$ cat config.mk
export PLATFORM = sky130hd
export DESIGN_NAME = tcce_ctrl
export DESIGN_NICKNAME = d
export VERILOG_FILES = /design/src/hw/rtl/tcce_pkg.sv /design/src/hw/rtl/tcce_ctrl.sv
export SDC_FILE = /design/constraint.sdc
export NUM_CORES = 1
export LEC_CHECK = 0
export ABC_CLOCK_PERIOD_IN_PS = 2100
export BUFFER_PORTS_ARGS = -buffer_cell sky130_fd_sc_hd__clkbuf_2
export CORE_AREA = 5 5 42 44
export DETAILED_ROUTE_END_ITERATION = 10
export DIE_AREA = 0 0 47 49
export GPL_TIMING_DRIVEN = 1
export HOLD_SLACK_MARGIN = 0.1
export SETUP_SLACK_MARGIN = 0.15
export SLEW_MARGIN = 20
export SYNTH_ARGS = -nofsm -noshare
export SYNTH_HDL_FRONTEND = slang
export SYNTH_SLANG_ARGS = --single-unit
export TNS_END_PERCENT = 20
$ cat constraint.sdc
create_clock -name clk -period 2.1 [get_ports clk]
set_input_delay 0.42 -clock clk [delete_from_list [all_inputs] [get_ports clk]]
set_output_delay 0.42 -clock clk [all_outputs]
set_load 0.05 [all_outputs]
$ cat src/hw/rtl/tcce_pkg.sv
// Shared constants, codes and controller/datapath handshake types for the text console engine.
package tcce_pkg;

	// Default screen geometry.
	localparam int unsigned SCREEN_COLUMNS_DEF = 80;
	localparam int unsigned SCREEN_ROWS_DEF    = 25;

	// Fixed field widths of the channels and the color register.
	localparam int unsigned OPCODE_W  = 2;
	localparam int unsigned CHAR_W    = 8;
	localparam int unsigned RROW_W    = 5;
	localparam int unsigned RCOL_W    = 7;
	localparam int unsigned CELL_W    = 16;
	localparam int unsigned POS_W     = 11;
	localparam int unsigned COLOR_W   = 8;

	// Operation codes.
	localparam logic [OPCODE_W-1:0] OP_PUT   = 2'd0;
	localparam logic [OPCODE_W-1:0] OP_READ  = 2'd1;
	localparam logic [OPCODE_W-1:0] OP_CLEAR = 2'd2;

	// Control characters handled by a put, and the space that fills blank cells.
	localparam logic [CHAR_W-1:0] CH_BACKSPACE = 8'd8;
	localparam logic [CHAR_W-1:0] CH_TAB       = 8'd9;
	localparam logic [CHAR_W-1:0] CH_NEWLINE   = 8'd10;
	localparam logic [CHAR_W-1:0] CH_RETURN    = 8'd13;
	localparam logic [CHAR_W-1:0] CH_SPACE     = 8'd32;

	// Tab stops fall on multiples of this many columns.
	localparam int unsigned TAB_STEP = 8;

	// Attribute after reset and the blank cell that the store holds after reset.
	localparam logic [COLOR_W-1:0] COLOR_RESET = 8'h07;
	localparam logic [CELL_W-1:0]  BLANK_RESET = {COLOR_RESET, CH_SPACE};

	// Commands from the controller to the datapath.
	typedef struct packed {
		logic cap;        // capture the accepted input beat
		logic prep;       // resolve target row and column
		logic addr;       // form the cell address
		logic exec;       // cell write or read, cursor update
		logic fill_row;   // set up blanking of the row scrolled in
		logic fill_all;   // set up blanking of the whole screen
		logic fill_step;  // write one blank cell
		logic load_out;   // load the result register
	} cmd_t;

	// Status from the datapath to the controller.
	typedef struct packed {
		logic op_clear;
		logic need_scroll;
		logic fill_last;
		logic out_free;
	} sts_t;

endpackage

$ cat src/hw/rtl/tcce_ctrl.sv
// Sequencing state machine of the text console engine.
module tcce_ctrl (
	input  logic           clk,
	input  logic           arst_n,
	input  logic           req_valid,
	output logic           req_ready,
	input  tcce_pkg::sts_t sts,
	output tcce_pkg::cmd_t cmd
);
	import tcce_pkg::*;

	localparam logic [2:0] ST_INIT = 3'd0;
	localparam logic [2:0] ST_IDLE = 3'd1;
	localparam logic [2:0] ST_PREP = 3'd2;
	localparam logic [2:0] ST_ADDR = 3'd3;
	localparam logic [2:0] ST_EXEC = 3'd4;
	localparam logic [2:0] ST_FILL = 3'd5;
	localparam logic [2:0] ST_DONE = 3'd6;

	logic [2:0] state_q;
	logic [2:0] state_d;

	// Next state and command decode.
	always_comb begin
		state_d   = state_q;
		cmd       = '0;
		req_ready = 1'b0;
		unique case (state_q)
			ST_INIT: begin
				cmd.fill_step = 1'b1;
				if (sts.fill_last) begin
					state_d = ST_IDLE;
				end
			end
			ST_IDLE: begin
				req_ready = 1'b1;
				if (req_valid) begin
					cmd.cap = 1'b1;
					state_d = ST_PREP;
				end
			end
			ST_PREP: begin
				cmd.prep = 1'b1;
				state_d  = ST_ADDR;
			end
			ST_ADDR: begin
				cmd.addr = 1'b1;
				state_d  = ST_EXEC;
			end
			ST_EXEC: begin
				cmd.exec = 1'b1;
				if (sts.op_clear) begin
					cmd.fill_all = 1'b1;
					state_d      = ST_FILL;
				end else if (sts.need_scroll) begin
					cmd.fill_row = 1'b1;
					state_d      = ST_FILL;
				end else begin
					state_d = ST_DONE;
				end
			end
			ST_FILL: begin
				cmd.fill_step = 1'b1;
				if (sts.fill_last) begin
					state_d = ST_DONE;
				end
			end
			ST_DONE: begin
				if (sts.out_free) begin
					cmd.load_out = 1'b1;
					state_d      = ST_IDLE;
				end
			end
			default: begin
				state_d = ST_IDLE;
			end
		endcase
	end

	// State register; reset starts the clearing pass over the cell store.
	always_ff @(posedge clk or negedge arst_n) begin
		if (!arst_n) begin
			state_q <= ST_INIT;
		end else begin
			state_q <= state_d;
		end
	end

	// Once the clearing pass has ended it never comes back.
	a_init_once: assert property (@(posedge clk) disable iff (!arst_n)
		state_q != ST_INIT |=> state_q != ST_INIT)
		else $error("reset clearing pass reentered");

	// A result is only loaded when the output register can take it.
	a_load_free: assert property (@(posedge clk) disable iff (!arst_n)
		cmd.load_out |-> sts.out_free)
		else $error("result loaded over a waiting beat");

endmodule

==> results_dict.tcl <==
set metrics [dict create \
    outcome "finished, final reports clean" \
    antenna_found_initial 0 \
    synthDominantCellAreaShare 0.2586 \
    gp_congestion 0.6999 \
    ios 16 \
    setup_violations 0 \
    arrival_ns 1.43 \
    p_comb_frac 0.640 \
    nNetsFinal 58 \
    period_needed_ns 1.847 \
    initial_core_util 0.2071 \
    cts-htree-levels 1 \
    crit_required_ns 1.68 \
    antenna_left 0 \
    worst_slew_pin_slew_ns 0.4608 \
    multi_input_area_sq_um 219.0 \
    p_clk_frac 0.134 \
    dr_total_vias 302 \
    worstSkewPairLatency_ns 0.23 \
    num_rows 14 \
    crit_path_max_incr_delay_ns 0.45 \
    cts_sinks 3 \
    drive_gt1_frac 0.5600 \
    syn_area_sq_um 290.3 \
    critPathMaxFanout 9 \
    hpwl_um 613.1 \
    cts_setup_buffers 0 \
    cp_cell_sequence "nand2b_1, nor4b_2, clkbuf_4" \
    ys_seq_area_frac 0.2586 \
    grt_pass1_wl_mm 1.317 \
    via_per_inst 4.576 \
    ys_ff_latch 3 \
    slew_headroom 0.6928 \
    synth.area.top_cells "dfrtp_1 26%, a2111oi_4 9.5%, and2_1 6.5%, nand2b_1 6.5%, nor2b_2 6.0%" \
    cts_buffers 3 \
    final-hold-violation-count 0 \
    syn_avg_cell_area_sq_um 9.071 \
    grt_setup_unrepaired "false" \
    cp_slowest_cell "dfrtp_2" \
    p_per_area_nw_per_um2 1763 \
    critPathCaptureType "output port" \
    synth.largest_area_cell "dfrtp_1" \
    ir_drop_mv 0.5313 \
    fin_skew_ns 0.002493 \
    postPlaceCellArea_sq_um 389.1 \
    max_freq_mhz 541.3 \
    routed_wl_um 761 \
    yosys_warnings 0 \
    final.period_utilization 0.8797 \
    dpl_worst_slack_ns 0.4156 \
    reg_top3 "state_q (3)" \
    synth_cell_types 21 \
    wire_per_inst_um 11.53 \
    internal_power_uw 323.6 \
    clk_pin_slew_ns 0.04 \
    overflow 0 \
    n_fill_cell 164 \
    slew_viol_final 0 \
    design_area_sq_um 430.4 \
    die_area_sq_um 2303 \
    drtIter0Drc 4 \
    grt_max_degree 14 \
    synthCells 32 \
    largest_reg_flops 3 \
    cts_tree "done" \
    hold_class "in -> reg" \
    p_leak_nw 0.1931 \
    core-area_sq_um 1401 \
    power_frac_seq 0.227 \
    regArea_sq_um 77.57 \
    drc_errors 0 \
    maxCapViolations 0 \
    firstDrtPassIters 4 \
    grt_use_total 0.07833 \
    syn_nets 39 \
    clockRootBuffer "clkbuf_4" \
    p_switching_uw 435.1 \
    syn_to_final_growth_pct 48.28 \
    path_class "reg -> out" \
    cts_buffer_depth 2 \
    grt_pass1_vias 305 \
    crit_path_start_kind "flop" \
    swShare 0.5735 \
    setup_ws_ns 0.2527 \
    port_buffers 15 \
    regMostFlops "state_q" \
    fp.dieW_um 47 \
    die_y_um 49 \
    antenna_cells 0 \
]
[layout make-up]
cell class,instances,area share
clock buffers,4,0.06105
multi-input cells,27,0.5087
well taps,16,0.04651
repair buffers,16,0.2035
flip-flops and latches,3,0.1802
[cells in the mapped netlist]
master / instances
o22ai_1: 1
a21oi_1: 1
o21ai_0: 2
nor3_1: 1
nor2b_2: 2
buf_4: 1
and2_1: 3
a21o_1: 1
a221oi_2: 1
mux2i_1: 1
nor2b_1: 2
nor4b_1: 2
dfrtp_1: 3
nand2_1: 1
a2111oi_4: 1
nor3b_1: 1
nor2_1: 2
and3_1: 1
buf_2: 1
or2_1: 1
nand2b_1: 3
[path summary, 6_finish.rpt]
path	from	end	slack [ns]	cells past startpoint
worst max-delay path	state_q[0]	cmd[3]	0.25	3
worst min-delay path	req_valid	state_q[0]	0.42	2
worst max register to register	state_q[1]	state_q[1]	0.91	3
worst min register to register	state_q[0]	state_q[1]	0.58	1
max in group asynchronous	arst_n	state_q[0]	1.46	2
min in group asynchronous	arst_n	state_q[2]	0.52	2
[cell families after synthesis]
logic type / count (synthesis) / share of synthesized area
buffers and inverters: 2 / 0.04310
muxes: 1 / 0.03448
and+or+nand+nor: 19 / 0.4182
DFF: 3 / 0.2586
AOI/OAI and AO/OA: 7 / 0.2457
[metal layers]
| layer | up-vias | routed length (um) | GRT usage |
|---|---|---|---|
| li1 | 153 | - | - |
| met1 | 140 | 319 | 0.09735 |
| met2 | 9 | 389 | 0.1176 |
| met3 | 0 | 52 | 0.03321 |
| met4 | 0 | 0 | 0.02765 |
| met5 | - | 0 | 0 |
[cell usage in the layout (no fill, tap or decap)]
cell type      count
mux2i_1            1
or2_1              1
nand2b_1           3
a2111oi_4          1
nor2b_2            2
nor4b_2            1
dlygate4sd3_1      1
clkbuf_4           4
o22ai_1            1
o21ai_0            2
nor4b_1            1
nor3_1             1
dfrtp_2            2
a21o_1             1
nor2_2             2
a221oi_2           1
nor3b_2            1
clkbuf_1           1
clkbuf_2          14
nor2b_1            2
a21oi_1            1
nand2_1            1
dfrtp_1            1
and2_1             3
and3_1             1
[critical path: cells and delay by family (launching register included)]
family | cells | cell delay [ns]
AND/OR/NAND/NOR | 2 | 0.47
flip-flops | 1 | 0.45
buffers and inverters | 1 | 0.28
[repair_timing]
item / 4_1_cts / 5_1_grt
setup endpoints to repair: 0 / 5
hold buffers: 1 / 0
endpoints found under the hold margin: 3 / 0
gates resized for setup: 0 / 4
[per-stage QoR]
stage	total power, mW	std cells	utilization	setup TNS (ns)	hold slack [ns]
global route	0.8238	66	0.3071	0	0.4226
detailed placement	0.6567	61	0.2777	0	0.2195
global placement	0.6525	61	0.2777	0	0.2204
CTS	0.7628	66	0.3036	0	0.4181
finish	0.7587	66	0.3071	0	0.4171
floorplan	0.5738	32	-	-0.08417	0.1244
[power by group through the flow]
| stage | combinational, mW | clock, mW | sequential [mW] |
|---|---|---|---|
| final | 0.485 | 0.101 | 0.172 |
| after CTS | 0.490 | 0.106 | 0.167 |
| after global placement | 0.484 | 0 | 0.168 |
| after global routing | 0.520 | 0.117 | 0.187 |
| after floorplan | 0.457 | 0 | 0.116 |
| after detailed placement | 0.488 | 0 | 0.169 |
Power figures use the tool's default switching activity.
